==> config.mk <==
export PLATFORM = sky130hd
export DESIGN_NAME = hset_queue
export DESIGN_NICKNAME = d
export VERILOG_FILES = /design/src/rtl/core/hset_pkg.sv /design/src/rtl/core/hset_queue.sv
export SDC_FILE = /design/constraint.sdc
export NUM_CORES = 1
export LEC_CHECK = 0
export BUFFER_PORTS_ARGS = -buffer_cell sky130_fd_sc_hd__buf_4
export CAP_MARGIN = 20
export CORE_ASPECT_RATIO = 0.6
export CORE_UTILIZATION = 51
export DETAILED_ROUTE_END_ITERATION = 16
export GPL_ROUTABILITY_DRIVEN = 0
export MAX_ROUTING_LAYER = met4
export PLACE_DENSITY = 0.9
export SETUP_SLACK_MARGIN = 0.05
export SLEW_MARGIN = 25
export SYNTH_ARGS = -nofsm -noshare
export SYNTH_HDL_FRONTEND = slang
export SYNTH_SLANG_ARGS = --single-unit
==> constraint.sdc <==
create_clock -name clk -period 2.6 [get_ports clk]
set_input_delay 0.52 -clock clk [delete_from_list [all_inputs] [get_ports clk]]
set_output_delay 0.52 -clock clk [all_outputs]
set_load 0.05 [all_outputs]
==> src/rtl/core/hset_pkg.sv <==
// hset_pkg: shared widths, codes and types for the chained hash set engine
package hset_pkg;

	localparam int REQ_W = 2;
	localparam int ID_W  = 13;
	localparam int BKT_W = 12;
	localparam int CNT_W = 14;

	localparam int ELEMENTS_DEF = 8192;
	localparam int BUCKETS_DEF  = 4096;

	// request queue between front and back, power of two
	localparam int QDEPTH = 2;

	localparam logic [CNT_W-1:0] COUNT_MAX = {CNT_W{1'b1}};

	localparam logic [REQ_W-1:0] REQ_INSERT = 2'd0;
	localparam logic [REQ_W-1:0] REQ_DELETE = 2'd1;
	localparam logic [REQ_W-1:0] REQ_FIND   = 2'd2;

	typedef enum logic [1:0] {
		OP_INSERT = 2'd0,
		OP_DELETE = 2'd1,
		OP_FIND   = 2'd2
	} op_t;

	typedef struct packed {
		op_t              op;
		logic [ID_W-1:0]  element_id;
		logic [BKT_W-1:0] bucket;
		logic             ignore;
	} item_t;

	typedef struct packed {
		logic full;
		logic empty;
	} q_stat_t;

endpackage

==> src/rtl/core/hset_queue.sv <==
// hset_queue: short fifo of classified request words between front and back
module hset_queue (
	input  logic              clk,
	input  logic              arst_n,
	input  logic              push,
	input  hset_pkg::item_t   push_item,
	input  logic              pop,
	output hset_pkg::item_t   head_item,
	output hset_pkg::q_stat_t q_stat
);

	localparam int PW = $clog2(hset_pkg::QDEPTH);
	localparam int CW = $clog2(hset_pkg::QDEPTH + 1);

	hset_pkg::item_t mem_q [hset_pkg::QDEPTH];
	logic [PW-1:0]   wr_ptr_q;
	logic [PW-1:0]   rd_ptr_q;
	logic [CW-1:0]   cnt_q;

	assign head_item    = mem_q[rd_ptr_q];
	assign q_stat.full  = cnt_q == CW'(hset_pkg::QDEPTH);
	assign q_stat.empty = cnt_q == '0;

	always_ff @(posedge clk) begin
		if (push) begin
			mem_q[wr_ptr_q] <= push_item;
		end
	end

	always_ff @(posedge clk or negedge arst_n) begin
		if (!arst_n) begin
			wr_ptr_q <= '0;
			rd_ptr_q <= '0;
			cnt_q    <= '0;
		end else begin
			if (push) begin
				wr_ptr_q <= wr_ptr_q + 1'b1;
			end
			if (pop) begin
				rd_ptr_q <= rd_ptr_q + 1'b1;
			end
			if (push && !pop) begin
				cnt_q <= cnt_q + 1'b1;
			end else if (pop && !push) begin
				cnt_q <= cnt_q - 1'b1;
			end
		end
	end

endmodule

==> flow_metrics.tcl, run 1 <==
set metrics [dict create \
    drt_iter0_drc 30 \
    clkTransAtPathRegs_ns 0.06 \
    path_cells "buf_12 > mux2_2 > buf_4" \
    ff_latch_area_sq_um 1782 \
    io_pins 62 \
    syn2layout_area_growth_pct 32.96 \
    grt_pass1_wl_microns 5720 \
    cp-end-kind "primary output" \
    die_area_sq_um 4700 \
    route.detailed.drc 0 \
    initial_core_util_pct 54.11 \
    core-area_sq_um 4167 \
    nNetsFinal 209 \
    ir_drop_mv 0.7996 \
    critPathLaunchType "flip-flop" \
    ys_top_cells_by_area "edfxtp_1 (75%), mux2_2 (9.0%), mux2_4 (6.7%)" \
    cts.sinks 60 \
    avgRoutedWirePerCell_microns 15.80 \
    cts-buffers-inserted 9 \
    clock_path_buffers 2 \
    drt-total-wl_microns 3807 \
    antenna_found_initial 0 \
    postCtsSetupRepairBufs 0 \
    synth_top_area_share_pct 74.58 \
    synth_cell_types 14 \
    worst-path-max-fanout 22 \
    antenna_left 0 \
    first_pass_iters 4 \
    cts-resized-gates 0 \
    dr_total_vias 1150 \
    setup_viol 0 \
    layout-drive-gt1-share_pct 58.01 \
    yosys_warnings 0 \
    num_antenna_cells 0 \
    final_cell_mix "buf_4 (63), edfxtp_1 (56), mux2_2 (18)" \
    avgViaCountPerCell 4.772 \
    rr_startpoint "wr_ptr_q" \
    fin_crit_ns 2.214 \
    path_class "flip-flop to primary output" \
    power_density_nw_per_um2 1275 \
    final.period_utilization_pct 85.16 \
    grt_max_degree 23 \
    chipHeight_microns 53.51 \
    num_rows 18 \
    rsz0062_at_grt "no" \
    fin_hold_ws_ns 0.3756 \
    ys_seq_area_share_pct 79.02 \
    clk_latency_ns 0.33 \
    ys_seq_elements 60 \
    grt_usage_pct 19.30 \
    arrival_ns 1.69 \
    drv_cap 0 \
    worst_pin_slew_ns 0.3723 \
    tns_ns 0 \
    critPathMaxStageDelay_ns 0.57 \
    grt.overflow.total 0 \
    hold_viol 0 \
    min_from "push_item[21]" \
    dp_hpwl_microns 2712 \
    cts-root-buf "clkbuf_8" \
    syn-cell-area_sq_um 2255 \
    multiInputGateArea_sq_um 437.9 \
    avgSynthCellArea_sq_um 21.89 \
    outcome "finished clean" \
    cts_tree "built" \
    io_buffer_count 61 \
    p_leak_uw 0.001186 \
    crit_required_ns 2.08 \
    crit_start "rd_ptr_q" \
    hold_buffers 1 \
    timing.fmax_mhz 451.6 \
    worstHoldPathType "input port to flip-flop" \
    final_common_cell "buf_4" \
    cp_num_buf_inv 2 \
    finClkSkew_ns 0.005070 \
    crit_slowest_cell "dfrtp_1" \
    die_x_microns 87.84 \
    syn_inst 103 \
    crit_family "flip-flops" \
    maxSlewViolCount 0 \
    grt_pass1_vias 1158 \
    total_power_uw 3823 \
    fill_cells 266 \
    max-slew-margin-rel_pct 75.07 \
    synth_area_leader_cell "edfxtp_1" \
    cts_max_level 3 \
    syn_nets 136 \
]
[synthesized netlist by cell type]
cell type,count
edfxtp_1,56
mux2_2,18
mux2_4,10
dfrtp_1,4
xor2_1,4
nor2_1,2
nor2b_1,2
and2_1,1
buf_4,1
buf_6,1
buf_8,1
ha_1,1
inv_1,1
xnor2_1,1
[worst register-to-register path: cells and delay by family, from the launching register on]
kind                   cells  cell delay, ns
flip-flops                 1            0.41
AND/OR/NAND/NOR            1            0.34
buffers and inverters      1            0.38
[report_power, final]
group	switching [uW]	leakage [uW]	total, uW	internal, uW
registers	90.9	0.000572	1380	1290
clock network	313	0.0000983	806	493
logic	1050	0.000516	1640	586
total	1450	0.00119	3820	2370
[through the flow]
stage          utilization, %  setup WS [ns]  cell area (sq um)  cells
6_report                71.95         0.3859               2998    241
3_3_place_gp            67.00         0.7795               2791    224
5_1_grt                 71.95         0.3116               2998    241
2_1_floorplan               -         0.3870               2255    103
3_5_place_dp            67.00         0.7273               2791    224
4_1_cts                 71.95         0.3566               2998    241
[cell type report]
| cell class | instances | area share [%] |
|---|---|---|
| sequential | 60 | 59.43 |
| tap | 60 | 2.504 |
| multi-input combinational | 39 | 14.61 |
| timing repair buffer | 65 | 16.78 |
| inverter | 1 | 0.1252 |
| clock inverter | 2 | 1.127 |
| clock buffer | 14 | 5.426 |
[registers in the layout (all words and copies together), names as in the netlist]
name / flops
cnt_q: 2
wr_ptr_q: 1
mem_q: 56
rd_ptr_q: 1
[routing by layer]
layer / wire, microns / GRT usage [%] / part of all wire [%]
met1: 1712 / 21.35 / 45
met2: 1760 / 30.10 / 46
met3: 291 / 9.516 / 7.6
met4: 42 / 8.197 / 1.1
met5: 0 / - / 0
[cell families after synthesis]
group         after synthesis  synth area share, %
mux                        28                15.65
flops                      60                79.02
buf+inv                     4                1.665
fa+ha+maj                   1               0.5549
xor+xnor                    5                1.942
simple gates                5                1.166
[path summary, 6_finish.rpt]
| check | end | slack, ns | cells after the start |
|---|---|---|---|
| setup / recovery | head_item[8] | 0.39 | 3 |
| min in group asynchronous | wr_ptr_q | 0.52 | 2 |
| max in group asynchronous | cnt_q[1] | 1.97 | 2 |
| setup reg to reg | mem_q[0][11] | 1.14 | 2 |
| hold / removal | mem_q[0][21] | 0.38 | 1 |
| hold reg to reg | cnt_q[1] | 0.51 | 1 |
Power figures use the tool's default switching activity.
==> inputs of run 2 (changes only) <==
--- a/config.mk
+++ b/config.mk
@@ -8,11 +8,11 @@
 export BUFFER_PORTS_ARGS = -buffer_cell sky130_fd_sc_hd__buf_4
 export CAP_MARGIN = 20
 export CORE_ASPECT_RATIO = 0.6
-export CORE_UTILIZATION = 51
+export CORE_UTILIZATION = 50
 export DETAILED_ROUTE_END_ITERATION = 16
 export GPL_ROUTABILITY_DRIVEN = 0
 export MAX_ROUTING_LAYER = met4
-export PLACE_DENSITY = 0.9
+export PLACE_DENSITY = 0.89
 export SETUP_SLACK_MARGIN = 0.05
 export SLEW_MARGIN = 25
 export SYNTH_ARGS = -nofsm -noshare
==> run 2 against run 1 <==
Net effect: register-to-register slack better by 0.24 ns; cell area shrank 1.5%; clock power fell by 19%; combinational power is essentially flat; largest cell class unchanged; largest power group unchanged.
==> flow_metrics.tcl, run 2 (synthesis results as in run 1) <==
set metrics [dict create \
    route.detailed.drc 0 \
    first_pass_iters 3 \
    drt-total-wl_microns 3662 \
    arrival_ns 1.71 \
    chipHeight_microns 54.02 \
    grt.overflow.total 0 \
    path_class "flip-flop to primary output" \
    dr_total_vias 1156 \
    clkTransAtPathRegs_ns 0.06 \
    layout-drive-gt1-share_pct 58.79 \
    fill_cells 271 \
    core-area_sq_um 4212 \
    final_cell_mix "buf_4 (65), edfxtp_1 (56), mux2_2 (18)" \
    hold_path_depth 1 \
    drv_cap 0 \
    cts-root-buf "clkbuf_8" \
    hold_viol 0 \
    grt_pass1_wl_microns 5250 \
    final.period_utilization_pct 85.63 \
    largest_reg_flops 56 \
    critPathLaunchType "flip-flop" \
    top_layer_used "met4" \
    multiInputGateArea_sq_um 437.9 \
    maxSlewViolCount 0 \
    antenna_left 0 \
    drt_iter0_drc 39 \
    rsz0062_at_grt "no" \
    met3WireLength_microns 289 \
    tns_ns 0 \
    clock_path_buffers 2 \
    p_leak_uw 0.001170 \
    total_power_uw 3658 \
    reg2reg_depth 2 \
    cts.sinks 60 \
    rr_startpoint "wr_ptr_q" \
    outcome "finished clean" \
    hold_path_end "mem_q[0][4]" \
    num_rows 18 \
    grt_max_degree 29 \
    reg_top3 "mem_q (56), cnt_q (2)" \
    antenna_found_initial 0 \
    io_pins 62 \
    dp_hpwl_microns 2507 \
    crit_slowest_cell "dfrtp_1" \
    worstHoldPathType "input port to flip-flop" \
    syn2layout_area_growth_pct 31.02 \
    min_from "push_item[4]" \
    cts_tree "built" \
    wl_met2_microns 1786 \
    crit_required_ns 2.08 \
    regMostFlops "mem_q" \
    final.setup.worst_slack_ns 0.3736 \
    clk_latency_ns 0.32 \
    wl_met1_microns 1564 \
    timing.fmax_mhz 449.2 \
    final_common_cell "buf_4" \
    ff_latch_area_sq_um 1782 \
    hold_buffers 1 \
    max-slew-margin-rel_pct 74.29 \
    io_buffer_count 61 \
    avgViaCountPerCell 4.777 \
    place_inst 225 \
    die_area_sq_um 4791 \
    avgRoutedWirePerCell_microns 15.13 \
    power_density_nw_per_um2 1238 \
    pre_cts_slack_ns 0.7431 \
    finClkSkew_ns 0.004201 \
    ir_drop_mv 0.7414 \
    grt_usage_pct 17.25 \
    crit_top_cell "buf_4" \
    num_antenna_cells 0 \
    cts-resized-gates 0 \
    cts_max_level 3 \
    cts-buffers-inserted 9 \
    grt_pass1_vias 1156 \
    worst_pin_slew_ns 0.3857 \
    setup_viol 0 \
    fin_crit_ns 2.226 \
    critPathMaxStageDelay_ns 0.50 \
    cp-end-kind "primary output" \
    postCtsSetupRepairBufs 0 \
    r2r_setup_slack_ns 1.38 \
    worst-path-max-fanout 14 \
    nNetsFinal 210 \
    reg2reg_to "mem_q[1][16]" \
    finalNonFillerCells 242 \
    die_x_microns 88.69 \
    path_cells "buf_4 > mux2_2 > buf_4" \
    initial_core_util_pct 53.54 \
]
==> run 2: critical path: cells and delay by family (launching register included) <==
kind / cells / cell delay, ns
buffers and inverters: 2 / 0.51
flip-flops: 1 / 0.50
multiplexers: 1 / 0.37
==> run 2: how the worst max path moves through the flow <==
stage             start       endpoint  slack, ns  cells past startpoint
2_1_floorplan      push    mem_q[0][0]       0.39                      1
3_3_place_gp   rd_ptr_q  head_item[19]       0.77                      3
3_5_place_dp   rd_ptr_q   head_item[7]       0.74                      3
4_1_cts        rd_ptr_q   head_item[7]       0.36                      3
5_1_grt        rd_ptr_q   head_item[7]       0.29                      3
6_report       rd_ptr_q   head_item[7]       0.37                      3
==> run 2: per-layer routing <==
layer	vias up	GRT usage, %
li1	543	-
met1	559	18.20
met2	51	27.95
met3	3	10.58
met4	0	4.032
met5	-	-
==> run 2: where the power goes <==
part | internal (uW) | total (uW) | switching [uW]
Sequential | 1290 | 1370 | 83.5
Combinational | 576 | 1630 | 1050
Clock | 329 | 654 | 324
Total | 2200 | 3660 | 1460
==> run 2: final cells by class <==
| cell class | instances | area share (%) |
|---|---|---|
| flip-flops and latches | 60 | 60.31 |
| repair buffers | 66 | 16.86 |
| multi-input cells | 39 | 14.82 |
| clock buffers | 9 | 4.193 |
| well taps | 60 | 2.541 |
| clock inverters | 7 | 1.144 |
| inverters | 1 | 0.1271 |
==> run 2: through the flow <==
step	instance area [sq um]	hold slack, ns	utilization [%]
after global routing	2954	0.3479	70.14
after detailed placement	2786	0.3200	66.16
after CTS	2954	0.3604	70.14
after floorplan	2255	0.2244	-
after global placement	2786	0.3195	66.16
final	2954	0.3776	70.14
==> inputs of run 3 (changes only) <==
--- a/config.mk
+++ b/config.mk
@@ -8,11 +8,11 @@
 export BUFFER_PORTS_ARGS = -buffer_cell sky130_fd_sc_hd__buf_4
 export CAP_MARGIN = 20
 export CORE_ASPECT_RATIO = 0.6
-export CORE_UTILIZATION = 50
+export CORE_UTILIZATION = 46
 export DETAILED_ROUTE_END_ITERATION = 16
 export GPL_ROUTABILITY_DRIVEN = 0
 export MAX_ROUTING_LAYER = met4
-export PLACE_DENSITY = 0.89
+export PLACE_DENSITY = 0.86
 export SETUP_SLACK_MARGIN = 0.05
 export SLEW_MARGIN = 25
 export SYNTH_ARGS = -nofsm -noshare
==> constraint.sdc (replaced) <==
create_clock -name clk -period 1.96 [get_ports clk]
set_input_delay 0.392 -clock clk [delete_from_list [all_inputs] [get_ports clk]]
set_output_delay 0.392 -clock clk [all_outputs]
set_load 0.05 [all_outputs]
==> run 3 against run 2 <==
Net effect: cell area is 3.0% higher; first-iteration DRC count is 77% higher; register-to-register slack worse by 0.77 ns; hold slack worse by 0.13 ns; die area is 8.4% higher; total power is 40% higher; setup slack worse by 0.29 ns; critical path depth stayed put.
==> flow_metrics.tcl, run 3 (synthesis results as in run 1) <==
set metrics [dict create \
    outcome "finished clean" \
    antenna_found_initial 0 \
    place_inst 228 \
    p_leak_uw 0.001206 \
    crit_slowest_cell "dfrtp_2" \
    clkTransAtPathRegs_ns 0.06 \
    grt.overflow.total 0 \
    pwr-share-clk_pct 19.7 \
    die_x_microns 92.38 \
    hold_viol 0 \
    crit_required_ns 1.57 \
    cp-end-kind "primary output" \
    die_area_sq_um 5195 \
    worstHoldPathType "input port to flip-flop" \
    setup_viol 0 \
    io_buffer_count 61 \
    detailed_place.area_sq_um 2815 \
    critPathLaunchType "flip-flop" \
    worst-path-max-fanout 14 \
    route.detailed.drc 0 \
    cts.sinks 60 \
    rsz0062_at_grt "yes" \
    critPathMaxStageDelay_ns 0.42 \
    p_int_uw 3151 \
    path_cells "clkbuf_16 > mux2_2 > buf_4" \
    drt_iter0_drc 69 \
    cts_tree "built" \
    largest_reg_flops 56 \
    num_antenna_cells 0 \
    first_pass_iters 4 \
    power_density_nw_per_um2 1682 \
    grt_max_degree 30 \
    initial_core_util_pct 48.64 \
    final.period_utilization_pct 95.93 \
    grt_pass1_wl_microns 5989 \
    avgRoutedWirePerCell_microns 15.68 \
    tns_ns 0 \
    max-slew-margin-rel_pct 70.46 \
    swShare_pct 38.43 \
    worst_pin_slew_ns 0.4431 \
    seqPwrFrac_pct 35.4 \
    p_sw_uw 1967 \
    final_common_cell "buf_4" \
    fin_area_sq_um 3043 \
    cts_max_level 3 \
    crit_family "flip-flops" \
    reg_top3 "mem_q (56), cnt_q (2)" \
    path_class "flip-flop to primary output" \
    fill_cells 321 \
    cts-buffers-inserted 9 \
    maxSlewViolCount 0 \
    avgViaCountPerCell 4.632 \
    finalNonFillerCells 247 \
    final.setup.worst_slack_ns 0.07979 \
    antenna_left 0 \
    r2r_setup_slack_ns 0.61 \
    timing.fmax_mhz 531.9 \
    drv_cap 0 \
    num_rows 19 \
    chipHeight_microns 56.23 \
    dp_hpwl_microns 2663 \
    core-area_sq_um 4636 \
    ir_drop_mv 0.8809 \
    nNetsFinal 212 \
    grt_usage_pct 16.90 \
    layout-drive-gt1-share_pct 60.33 \
    cp_num_buf_inv 2 \
    clock_path_buffers 2 \
    finClkSkew_ns 0.006097 \
    fin_crit_ns 1.880 \
    grt_pass1_vias 1290 \
    regMostFlops "mem_q" \
    pre_cts_slack_ns 0.4358 \
    cts-root-buf "clkbuf_8" \
    final_cell_mix "buf_4 (64), edfxtp_1 (56), mux2_2 (18)" \
    arrival_ns 1.49 \
    io_pins 62 \
    drt-total-wl_microns 3874 \
    dr_total_vias 1144 \
    syn2layout_area_growth_pct 34.96 \
    combinationalPowerShare_pct 44.8 \
    fin_hold_ws_ns 0.2434 \
    clk_latency_ns 0.33 \
]
==> run 3: power groups by stage <==
stage                     sequential (uW)  combinational [uW]  clock (uW)
after floorplan                      1800                1660           0
after global placement               1810                2200           0
after global routing                 1840                2380        1110
final                                1810                2290        1010
after CTS                            1810                2240        1040
after detailed placement             1830                2230           0
==> run 3: layout make-up <==
cell class | instances | area (sq um) | share of cell area, %
Sequential cell | 60 | 1783 | 58.59
Timing Repair Buffer | 68 | 555.5 | 18.26
Inverter | 1 | 3.754 | 0.1234
Clock buffer | 11 | 131.4 | 4.317
Tap cell | 63 | 78.83 | 2.590
Clock inverter | 5 | 52.55 | 1.727
Multi-Input combinational cell | 39 | 437.9 | 14.39
==> run 3: repair_timing <==
action                                  4_1_cts  5_1_grt
gates resized for setup                       0        1
endpoints found under the hold margin         4        0
endpoints found under the setup margin        7       18
pin swaps                                     0        0
gates cloned                                  0        1
setup buffers                                 0        1
hold buffers                                  1        0
==> run 3: stage by stage <==
| stage | total power (uW) | util, % |
|---|---|---|
| 2_1_floorplan | 3464 | - |
| 3_3_place_gp | 4007 | 60.73 |
| 3_5_place_dp | 4064 | 60.73 |
| 4_1_cts | 5092 | 64.91 |
| 5_1_grt | 5328 | 65.64 |
| 6_report | 5118 | 65.64 |
==> run 3: final timing paths <==
kind                          startpoint  depth (start not counted)             to
setup / recovery                rd_ptr_q                          3  head_item[14]
hold / removal             push_item[27]                          1   mem_q[1][27]
setup reg to reg                wr_ptr_q                          2   mem_q[1][15]
hold reg to reg                 cnt_q[1]                          1       cnt_q[1]
max in group asynchronous         arst_n                          2       rd_ptr_q
min in group asynchronous         arst_n                          2       cnt_q[0]
==> run 3: metal layers <==
metal	routed length [microns]	vias up	GRT usage [%]
met4	35	0	8.036
met2	1865	48	25.29
met1	1692	545	19.78
li1	-	548	-
met3	281	3	7.240
met5	0	-	-
==> run 3: worst reg2reg max path: stages, from the launching register on <==
cell and delay [ns]:
dfrtp_1 0.39, and2_1 0.42, buf_12 0.24
